--- src/design/sgag_pkg.sv ---
// Shared constants, codes and types of the strided gather address generator.
package sgag_pkg;

    localparam int IDX_W            = 48;
    localparam int SIZE_W           = 32;
    localparam int PROD_W           = 2 * SIZE_W;
    localparam int CMD_W            = 1;
    localparam int SLOT_W           = 3;
    localparam int DIM_COUNT_W      = 4;
    localparam int MAX_DIMS_DEFAULT = 8;

    // Divider retires two quotient bits per cycle.
    localparam int DIV_STEPS        = IDX_W / 2;
    localparam int DIV_CNT_W        = $clog2(DIV_STEPS);

    localparam int CFG_IDX_W        = 1;
    localparam logic [CFG_IDX_W-1:0] REG_DIM_COUNT   = 1'b0;
    localparam logic [CFG_IDX_W-1:0] REG_BASE_OFFSET = 1'b1;

    localparam logic [CMD_W-1:0] CMD_LOAD      = 1'b0;
    localparam logic [CMD_W-1:0] CMD_TRANSLATE = 1'b1;

    typedef struct packed {
        logic [SIZE_W-1:0] size;
        logic [SIZE_W-1:0] stride;
    } entry_t;

    typedef struct packed {
        logic busy;
        logic done;
    } div_stat_t;

endpackage

--- src/design/sgag_if.sv ---
// Request and result channel interfaces of the strided gather address generator.
interface sgag_req_if;
    logic                          valid;
    logic                          ready;
    logic [sgag_pkg::CMD_W-1:0]    command;
    logic [sgag_pkg::SLOT_W-1:0]   dim_index;
    logic [sgag_pkg::SIZE_W-1:0]   dim_size;
    logic [sgag_pkg::SIZE_W-1:0]   source_stride;
    logic [sgag_pkg::IDX_W-1:0]    linear_index;

    modport source (
        output valid, command, dim_index, dim_size, source_stride, linear_index,
        input  ready
    );
    modport sink (
        input  valid, command, dim_index, dim_size, source_stride, linear_index,
        output ready
    );
endinterface

interface sgag_res_if;
    logic                          valid;
    logic                          ready;
    logic [sgag_pkg::IDX_W-1:0]    dest_index;
    logic [sgag_pkg::IDX_W-1:0]    source_offset;
    logic                          in_range;
    logic                          overflow;

    modport source (
        output valid, dest_index, source_offset, in_range, overflow,
        input  ready
    );
    modport sink (
        input  valid, dest_index, source_offset, in_range, overflow,
        output ready
    );
endinterface

--- src/design/sgag_tbl.sv ---
// Dimension table: one synchronous memory of extent and stride per slot.
module sgag_tbl #(
    parameter int MAX_DIMS = sgag_pkg::MAX_DIMS_DEFAULT
) (
    input  logic                  clk,
    input  logic                  we,
    input  logic [((MAX_DIMS > 1) ? $clog2(MAX_DIMS) : 1)-1:0] waddr,
    input  sgag_pkg::entry_t      wdata,
    input  logic [((MAX_DIMS > 1) ? $clog2(MAX_DIMS) : 1)-1:0] raddr,
    output sgag_pkg::entry_t      rdata
);

    sgag_pkg::entry_t mem [MAX_DIMS];
    sgag_pkg::entry_t rdata_reg;

    // Write and registered read; no reset, entries are undefined until loaded.
    always_ff @(posedge clk)
    begin
        if (we)
        begin
            mem[waddr] <= wdata;
        end
        rdata_reg <= mem[raddr];
    end

    assign rdata = rdata_reg;

endmodule

--- src/design/sgag_div.sv ---
// Iterative 48-by-32 restoring divider, two quotient bits per cycle.
module sgag_div (
    input  logic                          clk,
    input  logic                          rst_n,
    input  logic                          start,
    input  logic [sgag_pkg::IDX_W-1:0]    dividend,
    input  logic [sgag_pkg::SIZE_W-1:0]   divisor,
    output sgag_pkg::div_stat_t           stat,
    output logic [sgag_pkg::IDX_W-1:0]    quotient,
    output logic [sgag_pkg::SIZE_W-1:0]   remainder
);

    logic                             busy_reg;
    logic                             done_reg;
    logic [sgag_pkg::DIV_CNT_W-1:0]   cnt_reg;
    logic [sgag_pkg::IDX_W-1:0]       q_reg;
    logic [sgag_pkg::IDX_W-1:0]       q_next;
    logic [sgag_pkg::SIZE_W-1:0]      r_reg;
    logic [sgag_pkg::SIZE_W-1:0]      r_next;
    logic [sgag_pkg::SIZE_W-1:0]      d_reg;
    logic [sgag_pkg::SIZE_W:0]        trial;

    // Two shift-compare-subtract steps; the partial remainder stays below the divisor.
    always_comb
    begin
        q_next = q_reg;
        r_next = r_reg;
        trial  = '0;
        for (int k = 0; k < 2; k++)
        begin
            trial  = {r_next, q_next[sgag_pkg::IDX_W-1]};
            q_next = {q_next[sgag_pkg::IDX_W-2:0], 1'b0};
            if (trial >= {1'b0, d_reg})
            begin
                trial     = trial - {1'b0, d_reg};
                q_next[0] = 1'b1;
            end
            r_next = trial[sgag_pkg::SIZE_W-1:0];
        end
    end

    always_ff @(posedge clk or negedge rst_n)
    begin
        if (!rst_n)
        begin
            busy_reg <= 1'b0;
            done_reg <= 1'b0;
            cnt_reg  <= '0;
        end
        else
        begin
            done_reg <= 1'b0;
            if (start)
            begin
                busy_reg <= 1'b1;
                cnt_reg  <= sgag_pkg::DIV_CNT_W'(sgag_pkg::DIV_STEPS - 1);
            end
            else if (busy_reg)
            begin
                if (cnt_reg == '0)
                begin
                    busy_reg <= 1'b0;
                    done_reg <= 1'b1;
                end
                else
                begin
                    cnt_reg <= cnt_reg - 1'b1;
                end
            end
        end
    end

    always_ff @(posedge clk)
    begin
        if (start)
        begin
            q_reg <= dividend;
            r_reg <= '0;
            d_reg <= divisor;
        end
        else if (busy_reg)
        begin
            q_reg <= q_next;
            r_reg <= r_next;
        end
    end

    assign stat.busy = busy_reg;
    assign stat.done = done_reg;
    assign quotient  = q_reg;
    assign remainder = r_reg;

endmodule

--- src/design/strided_gather_address_gen_top.sv ---
// A load request writes the table on acceptance; a translate request walks the active
//   dimensions through the read, check, divide and accumulate states, then finishes.
// One request at a time: the next request is taken only once the walk is back in idle.
// A finished result waits in the output register while the next request is taken.
// Reset clears the configuration registers, the sequencer and the output register.
// The dimension table is not cleared; its entries are undefined until loaded.
module strided_gather_address_gen_top #(
    parameter int MAX_DIMS = sgag_pkg::MAX_DIMS_DEFAULT
) (
    input  logic                             clk,
    input  logic                             rst_n,
    sgag_req_if.sink                         request,
    sgag_res_if.source                       result,
    input  logic                             wr_en,
    input  logic [sgag_pkg::CFG_IDX_W-1:0]   wr_index,
    input  logic [sgag_pkg::IDX_W-1:0]       wr_data
);

    // Table address, dimension counter and load-slot widths follow from the depth.
    localparam int AW = (MAX_DIMS > 1) ? $clog2(MAX_DIMS) : 1;
    localparam int CW = $clog2(MAX_DIMS + 1);
    localparam int SW = (AW > sgag_pkg::SLOT_W) ? AW : sgag_pkg::SLOT_W;

    typedef enum logic [2:0] {
        ST_IDLE,
        ST_READ,
        ST_CHECK,
        ST_DIV,
        ST_ACC,
        ST_FIN
    } state_t;

    // Configuration registers.
    logic [sgag_pkg::DIM_COUNT_W-1:0] dim_count_reg;
    logic [sgag_pkg::IDX_W-1:0]       base_offset_reg;

    // Sequencer state and datapath registers.
    state_t                         state_reg,     state_next;
    logic [CW-1:0]                  dim_left_reg,  dim_left_next;
    logic [sgag_pkg::IDX_W-1:0]     rem_reg,       rem_next;
    logic [sgag_pkg::IDX_W-1:0]     sum_reg,       sum_next;
    logic                           ovf_reg,       ovf_next;
    logic                           zero_reg,      zero_next;
    logic [sgag_pkg::IDX_W-1:0]     lin_reg,       lin_next;
    logic [sgag_pkg::SIZE_W-1:0]    stride_reg,    stride_next;
    logic [sgag_pkg::PROD_W-1:0]    prod_reg,      prod_next;
    logic                           res_valid_reg, res_valid_next;
    logic [sgag_pkg::IDX_W-1:0]     res_dest_reg,  res_dest_next;
    logic [sgag_pkg::IDX_W-1:0]     res_src_reg,   res_src_next;
    logic                           res_range_reg, res_range_next;
    logic                           res_ovf_reg,   res_ovf_next;

    logic                           req_accept;
    logic                           load_we;
    logic [SW-1:0]                  slot_wide;
    logic [CW-1:0]                  n_active;
    logic [CW-1:0]                  dim_last;
    sgag_pkg::entry_t               load_entry;
    sgag_pkg::entry_t               rd_entry;
    logic                           div_start;
    sgag_pkg::div_stat_t            div_stat;
    logic [sgag_pkg::IDX_W-1:0]     div_quot;
    logic [sgag_pkg::SIZE_W-1:0]    div_rem;
    logic [sgag_pkg::PROD_W-1:0]    prod_w;
    logic [sgag_pkg::IDX_W:0]       acc_w;
    logic                           fin_range;

    // The user must issue configuration writes only while the block is idle; the block does not enforce it.
    always_ff @(posedge clk or negedge rst_n)
    begin
        if (!rst_n)
        begin
            dim_count_reg   <= '0;
            base_offset_reg <= '0;
        end
        else if (wr_en)
        begin
            unique case (wr_index)
                sgag_pkg::REG_DIM_COUNT:
                begin
                    dim_count_reg <= wr_data[sgag_pkg::DIM_COUNT_W-1:0];
                end
                sgag_pkg::REG_BASE_OFFSET:
                begin
                    base_offset_reg <= wr_data;
                end
                default:
                begin
                end
            endcase
        end
    end

    assign request.ready = (state_reg == ST_IDLE);
    assign req_accept    = request.valid && request.ready;

    // Load requests write the table directly; drop slots beyond the table.
    assign slot_wide         = SW'(request.dim_index);
    assign load_we           = req_accept && (request.command == sgag_pkg::CMD_LOAD)
                               && (32'(request.dim_index) < MAX_DIMS);
    assign load_entry.size   = request.dim_size;
    assign load_entry.stride = request.source_stride;

    // A dimension count above the table depth acts as the full depth.
    assign n_active = (32'(dim_count_reg) >= MAX_DIMS) ? CW'(MAX_DIMS) : CW'(dim_count_reg);

    // Walk from the innermost active dimension outward.
    assign dim_last = dim_left_reg - CW'(1);

    sgag_tbl #(
        .MAX_DIMS (MAX_DIMS)
    ) u_tbl (
        .clk   (clk),
        .we    (load_we),
        .waddr (slot_wide[AW-1:0]),
        .wdata (load_entry),
        .raddr (dim_last[AW-1:0]),
        .rdata (rd_entry)
    );

    // Coordinate is the remainder by the extent; the quotient carries outward.
    sgag_div u_div (
        .clk       (clk),
        .rst_n     (rst_n),
        .start     (div_start),
        .dividend  (rem_reg),
        .divisor   (rd_entry.size),
        .stat      (div_stat),
        .quotient  (div_quot),
        .remainder (div_rem)
    );

    // Coordinate times source stride, registered before accumulation.
    assign prod_w = div_rem * stride_reg;

    // 49-bit sum catches a wrap past 48 bits.
    assign acc_w = {1'b0, sum_reg} + {1'b0, prod_reg[sgag_pkg::IDX_W-1:0]};

    // The index is in range exactly when no extent is zero and the
    // mixed-radix walk leaves nothing over.
    assign fin_range = !zero_reg && (rem_reg == '0);

    always_comb
    begin
        state_next     = state_reg;
        dim_left_next  = dim_left_reg;
        rem_next       = rem_reg;
        sum_next       = sum_reg;
        ovf_next       = ovf_reg;
        zero_next      = zero_reg;
        lin_next       = lin_reg;
        stride_next    = stride_reg;
        prod_next      = prod_reg;
        res_valid_next = res_valid_reg && !result.ready;
        res_dest_next  = res_dest_reg;
        res_src_next   = res_src_reg;
        res_range_next = res_range_reg;
        res_ovf_next   = res_ovf_reg;
        div_start      = 1'b0;

        unique case (state_reg)
            ST_IDLE:
            begin
                if (req_accept && (request.command == sgag_pkg::CMD_TRANSLATE))
                begin
                    lin_next      = request.linear_index;
                    rem_next      = request.linear_index;
                    sum_next      = base_offset_reg;
                    ovf_next      = 1'b0;
                    zero_next     = 1'b0;
                    dim_left_next = n_active;
                    state_next    = (n_active == '0) ? ST_FIN : ST_READ;
                end
            end
            ST_READ:
            begin
                state_next = ST_CHECK;
            end
            ST_CHECK:
            begin
                // A zero extent makes every index invalid; stop the walk.
                if (rd_entry.size == '0)
                begin
                    zero_next  = 1'b1;
                    state_next = ST_FIN;
                end
                else
                begin
                    div_start   = 1'b1;
                    stride_next = rd_entry.stride;
                    state_next  = ST_DIV;
                end
            end
            ST_DIV:
            begin
                if (div_stat.done)
                begin
                    rem_next   = div_quot;
                    prod_next  = prod_w;
                    state_next = ST_ACC;
                end
            end
            ST_ACC:
            begin
                sum_next      = acc_w[sgag_pkg::IDX_W-1:0];
                ovf_next      = ovf_reg || acc_w[sgag_pkg::IDX_W]
                                || (prod_reg[sgag_pkg::PROD_W-1:sgag_pkg::IDX_W] != '0);
                dim_left_next = dim_last;
                state_next    = (dim_last == '0) ? ST_FIN : ST_READ;
            end
            ST_FIN:
            begin
                // Hold the result until the output register is free.
                if (!res_valid_reg || result.ready)
                begin
                    res_valid_next = 1'b1;
                    res_dest_next  = lin_reg;
                    res_range_next = fin_range;
                    res_src_next   = fin_range ? sum_reg : '0;
                    res_ovf_next   = fin_range && ovf_reg;
                    state_next     = ST_IDLE;
                end
            end
            default:
            begin
                state_next = ST_IDLE;
            end
        endcase
    end

    always_ff @(posedge clk or negedge rst_n)
    begin
        if (!rst_n)
        begin
            state_reg     <= ST_IDLE;
            dim_left_reg  <= '0;
            rem_reg       <= '0;
            sum_reg       <= '0;
            ovf_reg       <= 1'b0;
            zero_reg      <= 1'b0;
            lin_reg       <= '0;
            stride_reg    <= '0;
            prod_reg      <= '0;
            res_valid_reg <= 1'b0;
            res_dest_reg  <= '0;
            res_src_reg   <= '0;
            res_range_reg <= 1'b0;
            res_ovf_reg   <= 1'b0;
        end
        else
        begin
            state_reg     <= state_next;
            dim_left_reg  <= dim_left_next;
            rem_reg       <= rem_next;
            sum_reg       <= sum_next;
            ovf_reg       <= ovf_next;
            zero_reg      <= zero_next;
            lin_reg       <= lin_next;
            stride_reg    <= stride_next;
            prod_reg      <= prod_next;
            res_valid_reg <= res_valid_next;
            res_dest_reg  <= res_dest_next;
            res_src_reg   <= res_src_next;
            res_range_reg <= res_range_next;
            res_ovf_reg   <= res_ovf_next;
        end
    end

    assign result.valid         = res_valid_reg;
    assign result.dest_index    = res_dest_reg;
    assign result.source_offset = res_src_reg;
    assign result.in_range      = res_range_reg;
    assign result.overflow      = res_ovf_reg;

`ifndef SYNTH
    a_translate_leaves_idle: assert property (@(posedge clk) disable iff (!rst_n)
        request.valid && request.ready && (request.command == sgag_pkg::CMD_TRANSLATE)
        |=> state_reg != ST_IDLE)
        else $error("translate request did not start the walk");

    a_div_done_in_div: assert property (@(posedge clk) disable iff (!rst_n)
        div_stat.done |-> state_reg == ST_DIV)
        else $error("divider finished outside the divide step");

    a_walk_has_dims: assert property (@(posedge clk) disable iff (!rst_n)
        (state_reg == ST_READ || state_reg == ST_CHECK || state_reg == ST_DIV
         || state_reg == ST_ACC) |-> (dim_left_reg != '0 && 32'(dim_left_reg) <= MAX_DIMS))
        else $error("dimension counter out of range during walk");

    a_invalid_result_zero: assert property (@(posedge clk) disable iff (!rst_n)
        result.valid && !result.in_range
        |-> (result.source_offset == '0) && !result.overflow)
        else $error("invalid result carries an offset or overflow");
`endif

endmodule
--- src/flat_wrapper.sv ---
// flat-port wrapper written by rule: the top's interface ports become plain ports
module strided_gather_address_gen_top_flat 
#(
    parameter int MAX_DIMS = sgag_pkg::MAX_DIMS_DEFAULT
)
  (clk, rst_n, wr_en, wr_index, wr_data, request_valid, request_command, request_dim_index, request_dim_size, request_source_stride, request_linear_index, request_ready, result_valid, result_dest_index, result_source_offset, result_in_range, result_overflow, result_ready);
  sgag_req_if request_i ();
  sgag_res_if result_i ();
  input  logic clk;
  input  logic rst_n;
  input  logic wr_en;
  input  logic [sgag_pkg::CFG_IDX_W-1:0] wr_index;
  input  logic [sgag_pkg::IDX_W-1:0] wr_data;
  input wire logic [$bits(request_i.valid)-1:0] request_valid;
  input wire logic [$bits(request_i.command)-1:0] request_command;
  input wire logic [$bits(request_i.dim_index)-1:0] request_dim_index;
  input wire logic [$bits(request_i.dim_size)-1:0] request_dim_size;
  input wire logic [$bits(request_i.source_stride)-1:0] request_source_stride;
  input wire logic [$bits(request_i.linear_index)-1:0] request_linear_index;
  output wire logic [$bits(request_i.ready)-1:0] request_ready;
  output wire logic [$bits(result_i.valid)-1:0] result_valid;
  output wire logic [$bits(result_i.dest_index)-1:0] result_dest_index;
  output wire logic [$bits(result_i.source_offset)-1:0] result_source_offset;
  output wire logic [$bits(result_i.in_range)-1:0] result_in_range;
  output wire logic [$bits(result_i.overflow)-1:0] result_overflow;
  input wire logic [$bits(result_i.ready)-1:0] result_ready;
  assign request_i.valid = request_valid;
  assign request_i.command = request_command;
  assign request_i.dim_index = request_dim_index;
  assign request_i.dim_size = request_dim_size;
  assign request_i.source_stride = request_source_stride;
  assign request_i.linear_index = request_linear_index;
  assign request_ready = request_i.ready;
  assign result_valid = result_i.valid;
  assign result_dest_index = result_i.dest_index;
  assign result_source_offset = result_i.source_offset;
  assign result_in_range = result_i.in_range;
  assign result_overflow = result_i.overflow;
  assign result_i.ready = result_ready;
  strided_gather_address_gen_top #(.MAX_DIMS(MAX_DIMS)) u_core (.clk(clk), .rst_n(rst_n), .request(request_i), .result(result_i), .wr_en(wr_en), .wr_index(wr_index), .wr_data(wr_data));
endmodule
--- config.mk ---
export PLATFORM = sky130hd
export DESIGN_NAME = strided_gather_address_gen_top_flat
export DESIGN_NICKNAME = d
export VERILOG_FILES = /design/src/design/sgag_pkg.sv /design/src/design/sgag_if.sv /design/src/design/sgag_tbl.sv /design/src/design/sgag_div.sv /design/src/design/strided_gather_address_gen_top.sv /design/src/flat_wrapper.sv
export SDC_FILE = /design/constraint.sdc
export NUM_CORES = 2
export LEC_CHECK = 0
export BUFFER_PORTS_ARGS = -buffer_cell sky130_fd_sc_hd__buf_2
export CORE_MARGIN = 2
export CORE_UTILIZATION = 50
export CTS_BUF_LIST = sky130_fd_sc_hd__clkbuf_8
export DETAILED_ROUTE_END_ITERATION = 10
export PLACE_DENSITY = 0.66
export SKIP_LAST_GASP = 1
export SYNTH_ARGS = -nofsm -noshare
export SYNTH_HDL_FRONTEND = slang
export SYNTH_SLANG_ARGS = --single-unit
--- constraint.sdc ---
create_clock -name clk -period 9.38 [get_ports clk]
set_input_delay 0.469 -clock clk [delete_from_list [all_inputs] [get_ports clk]]
set_output_delay 0.469 -clock clk [all_outputs]
set_load 0.02 [all_outputs]
; Yosys cells after proc, flatten, opt, wreduce, memory -nomap -nowiden
; Memory sizes are Yosys's and may differ from the RTL's. A register that Yosys moved wholly into a read port is not among the register bits.
; Cells that the tools add are included.
[totals]
romBits = 0
input_bits = 170
wordCells = 120
latchBits = 0
n_memories = 1
out_inout_bits = 100
regBits = 519
ramBits = 512
[op_classes]
n_bitwise = 3
n_lt_le_gt_ge = 3
n_reduce_logical = 34
n_eq_ne = 10
n_div = 0
shifts = 0
mux = 41
multipliers = 1
addsub = 5
[mem_list]
columns = name, depth, word_bits, read_ports, rd_ports_with_merged_regs, wr, line_no
row1 = u_core.u_tbl.mem, 8, 64, 1, 1, 1, sgag_tbl.sv:13  ; sgag_pkg::entry_t mem [MAX_DIMS];
[ops]
columns = cell, n
row1 = 48-bit two-way mux, 6
row2 = 48-bit one-hot mux with 2 select lines, 2
row3 = 33-bit by 32-bit >= comparator with 1-bit output, 2
row4 = 32-bit by 32-bit multiplier with 64-bit output, 1
row5 = 32-bit two-way mux, 2
row6 = 32-bit subtractor, 2
row7 = 48-bit by 48-bit adder with 49-bit output, 1
row8 = 48-bit zero test, 1
row9 = 32-bit zero test, 1
row10 = 3-bit two-way mux, 6
row11 = 3-bit one-hot mux with 6 select lines, 1
row12 = 1-bit two-way mux, 16
row13 = 2-bit AND reduction, 8
row14 = 16-bit nonzero test, 1
row15 = 5-bit two-way mux, 3
row16 = 3-bit AND reduction, 3
row17 = 4-bit zero test, 2
row18 = 4-bit two-way mux, 2
row19 = 4-bit one-hot mux with 2 select lines, 1
row20 = 2-bit nonzero test, 4
row21 = "3-bit by 2-bit == test with 1-bit output, second input constant", 2
row22 = "3-bit == test, second input constant", 2
row23 = 1-bit logical AND, 6
row24 = "2-bit by 1-bit != test with 1-bit output, second input constant", 3
row25 = other kinds (11), 19

; Depth between registers and ports, before layout
[depth]
depth_word = 6
ltp_mapped = 29

; Modules after synthesis
; Synthesis repeated with hierarchy kept, for this count alone.
[unflattened]
hier_cells = 7233
area_unflattened_um2 = 80783.7
[by_module_without_submodules]
columns = mod, instances, cells_each, area_per_inst_um2
row1 = strided_gather_address_gen_top, 1, 5516, 51653.3
row2 = sgag_tbl, 1, 816, 20547.2
row3 = sgag_div, 1, 901, 8583.2

; Least setup slack after synthesis
; OpenSTA, ideal clock, no wires.
[synth_path]
path_type = reg-to-reg
from = reg u_core.u_div.r_reg, in the netlist u_core.u_div.remainder[18]
to = reg u_core.prod_reg[44] (netlist name)
required_time_ns = 9.297
path_buffers = 1
synth_period_minus_slack_ns = 7.387
setup_time_ns = 0.083
t_arrival_ns = 7.304
path_slack_ns = 1.993
path_stages_with_launch = 27
cell_sequence = dfxtp_1 clkbuf_1 nand2_1 fa_1 inv_1 fa_1 inv_1 fa_1 inv_1 fa_1 fa_1 fa_1 fa_1 inv_1 fa_1 inv_1 ha_1 nand2_1 or4_1 or2_0 o32a_1 nand4b_1 a41oi_2 o21ai_2 a21oi_1 xor2_1 o21ai_0
[synth_via]
elab_chain_len = 1
[synth_lines]
columns = item, line_no
row1 = from (decl), sgag_div.sv:18  ; logic [sgag_pkg::SIZE_W-1:0] r_reg;
row2 = from (signal assigned), sgag_div.sv:84  ; r_reg <= r_next;
row3 = 32-bit by 32-bit multiplier with 64-bit output, strided_gather_address_gen_top.sv:134  ; assign prod_w = div_rem * stride_reg;
row4 = to (signal assigned), strided_gather_address_gen_top.sv:260  ; prod_reg <= prod_next;
row5 = to (decl), strided_gather_address_gen_top.sv:46  ; logic [sgag_pkg::PROD_W-1:0] prod_reg, prod_next;
; Every way passes these cells.
; A chain may end at the register's enable or synchronous reset.

; Final worst setup path
[layout_path]
from = reg u_core.u_div.r_reg, in the netlist u_core.u_div.remainder[18]
to = reg u_core.prod_reg[61] (netlist name)
; The elaborated chain is that of the path after synthesis.

==> out/results.ini <==
[sta]
setup_viol = 0
layout_min_cycle_time_ns = 8.56
max-slew-margin-rel = 0.148
tns_ns = 0
drv_slew = 0
rsz0062_at_grt = false
min_period_over_period = 0.913
fmax_mhz = 117
worst_pin_slew_ns = 1.28
skew_ns = 0.0733
finalHoldViolCount = 0

[global_routing]
met3_usage = 0.0365
grt_max_degree = 192
use_met1 = 0.347
track_usage = 0.258
grt_overflow = 0
grt_pass1_vias = 58100
antenna_found_initial = 5
grt_pass1_wl_um = 329000
grt.busiest_layer = met2
grt_util_met2 = 0.430

[placement]
globalplace.congestion = 0.936
placed_area_um2 = 83900
dp_hpwl_um = 151000
portBuffers = 269

[power]
p_per_area_nw_per_um2 = 107
power.share.combinational = 0.022
p_seq_frac = 0.538
p_leak_nw = 40.3
p_clk_frac = 0.440
total_power_mw = 9.51
vdd_drop_max_v = 0.000151
p_int_mw = 7.37
switching_share = 0.225
switching_power_mw = 2.14

[floorplanning]
fp.coreArea_um2 = 160000
num_io_pins = 270
rows = 147
die_area_um2 = 164000
die-width_um = 405
fp.dieH_um = 405
start_util = 0.502

[synthesis]
ys_ff_latch = 1095
async_flop_share = 0.372
synth_cell_types = 86
synth_top_area_cell = fa_1
syn-instance-count = 7286
synth_top_area_share = 0.224
avgSynthCellArea_um2 = 11.0
synth_top_flop_cell = edfxtp_1
ys_seq_area_frac = 0.372
syn-num-nets = 8734
ys_warn_count = 0
syn_area_um2 = 80300
synth-edff-count = 592
synth_area_leaders = fa_1 (22%), edfxtp_1 (22%), dfrtp_1 (13%)

[finish]
drive_above_1_share = 0.130
syn_to_final_growth_pct = 11.1
post-route-util = 0.557
largest_register_ff_count = 512
stdcell_area_um2 = 89200
layout.nets = 9087

[critical_path]
cp.buffers_inverters = 5
critPathKind = flop to flop
crit_path_frequent_cell = fa_1
cp_cell_sequence = and2_1 -> fa_1 -> fa_1 -> inv_1 -> fa_1 -> inv_1 -> fa_1 -> inv_1 -> fa_1 -> fa_1 -> fa_1 -> fa_1 -> inv_1 -> ha_1 -> nand4_1 -> or3_1 -> a2111oi_0 -> buf_4 -> o21ai_1 -> a21oi_1 -> a21boi_1 -> or4_1 -> nand3_1
end_kind = flop
cpMaxStageDelayCell = dfxtp_1
cp_max_fo = 20
crit_path_max_incr_delay_ns = 1.00
crit_arrival_ns = 9.41
path_delay_family = adder cells
startpoint_type = flop
required_ns = 10.23

[drt]
dr.pass1.iters = 5
first_iter_violations = 4050
viasPerCell = 5.55
drc = 0
wire_per_inst_um = 21.0
vias = 54800
drtAntennaViolNets = 0
wirelength_um = 207000

[clock_tree]
cts_tree = built
cts_resized = 0
numCtsBuffers = 173
cts_htree_levels = 4
clockBufferDepth = 3
path_clk_slew_ns = 0.07
root_buffer = clkbuf_8
clock-sinks = 1095
clk_latency_ns = 0.96

[outcome]
status = complete, no violations

[run]
maxCapViolations = 0

[hold_path]
hold_path_class = input pin to flop

placed cells by master (no fill, tap or decap), types with 129 or more instances in the layout:
master and n:
mux2_2 196, fa_1 899, o21ai_0 260, buf_2 268
edfxtp_1 592, inv_1 1003, dlygate4sd3_1 163, nand2_1 1294
and2_1 501, dfrtp_1 406, nor2_1 129, clkbuf_8 202
ha_1 378, a21oi_1 188
logic make-up (layout without fill, tap and decap cells):
group                    Yosys count  count (layout)  share of synthesized area
AO/OA/AOI/OAI                    821             821                     0.0645
XOR/XNOR                         153             153                     0.0167
other                              0               5                          0
adder cells (fa/ha/maj)         1278            1278                      0.283
flip-flops                      1095            1095                      0.372
buffers and inverters           1316            1818                     0.0620
multiplexers                     400             400                     0.0729
AND/OR/NAND/NOR                 2223            2223                      0.128
final timing paths:
path	start	slack, ns	end	cells after the start
worst max-delay path	u_core.u_div.remainder[18]$_SDFFE_PP0P_	0.82	u_core.prod_reg[61]$_DFFE_PN0P_	23
worst min-delay path	wr_en	0.13	u_core.dim_count_reg[1]$_DFFE_PN0P_	3
worst max register to register	u_core.u_div.remainder[18]$_SDFFE_PP0P_	0.82	u_core.prod_reg[61]$_DFFE_PN0P_	23
worst min register to register	u_core.u_tbl.rdata[24]$_DFF_P_	0.39	u_core.stride_reg[24]$_DFFE_PN0P_	2
max in group asynchronous	rst_n	7.69	u_core.prod_reg[33]$_DFFE_PN0P_	3
min in group asynchronous	rst_n	0.15	u_core.base_offset_reg[4]$_DFFE_PN0P_	2
layout make-up:
cell class	count	area (um^2)
diodes	5	12.5
clock buffers	202	2780
clock inverters	122	816
fillers	13600	70800
inverters	939	3530
multi-input cells	4875	45600
flip-flops and latches	1095	29900
well taps	2086	2610
repair buffers	555	3990
synth_stat cells (all sizes together), types with 7 or more instances:
master,count
edfxtp,592
a21boi,11
a22o,50
and3,16
fa,899
a21o,78
ha,379
nand2b,25
inv,939
and4,7
buf,28
xnor2,98
nand2,1298
dfrtp,407
clkbuf,349
or4,10
o21ai,270
and2,501
mux2,197
o21bai,38
a211oi,25
o211ai,13
dfxtp,96
o31ai,18
a31oi,43
nor3,34
nor3b,12
nor2,137
or3,12
nor4,34
o21a,20
nand3,59
or2,11
nor2b,24
a221oi,7
xor2,55
mux4,128
nand4,31
mux2i,75
a21oi,190
metal layers:
layer | part of all wire | vias to the layer above
met2 | 0.49 | 1570
met5 | 0 | -
li1 | - | 24600
met1 | 0.42 | 28200
met4 | 0.034 | 0
met3 | 0.051 | 394
worst register-to-register path, stage by stage (launching register included):
cell       delay, ns
dfxtp_1         1.00
and2_1          0.29
fa_1            0.44
fa_1            0.57
inv_1           0.07
fa_1            0.52
inv_1           0.05
fa_1            0.50
inv_1           0.06
fa_1            0.57
fa_1            0.43
fa_1            0.46
fa_1            0.59
inv_1           0.08
ha_1            0.42
nand4_1         0.15
or3_1           0.41
a2111oi_0       0.45
buf_4           0.20
o21ai_1         0.12
a21oi_1         0.38
a21boi_1        0.18
or4_1           0.41
nand3_1         0.10
what timing repair did:
action | in CTS | in global routing
hold buffers | 163 | 0
buffers inserted | 0 | 0
hold endpoints to repair | 731 | 0
per-stage QoR:
| stage | hold slack, ns | setup slack (ns) | cells |
|---|---|---|---|
| finish | 0.125 | 0.818 | 9879 |
| global route | 0.0841 | 0.438 | 9877 |
| CTS | 0.0195 | 0.870 | 9874 |
| detailed placement | 0.420 | 0.945 | 9387 |
| global placement | 0.414 | 0.946 | 9387 |
| floorplan | 0.173 | 1.99 | 7286 |
power by group through the flow:
stage | combinational (mW) | sequential [mW] | clock [mW]
floorplan | 0.0387 | 5.21 | 0
detailed placement | 0.156 | 5.21 | 0
CTS | 0.212 | 5.12 | 4.29
global placement | 0.150 | 5.21 | 0
finish | 0.209 | 5.12 | 4.18
global route | 0.230 | 5.12 | 4.48
Power figures use the tool's default switching activity.
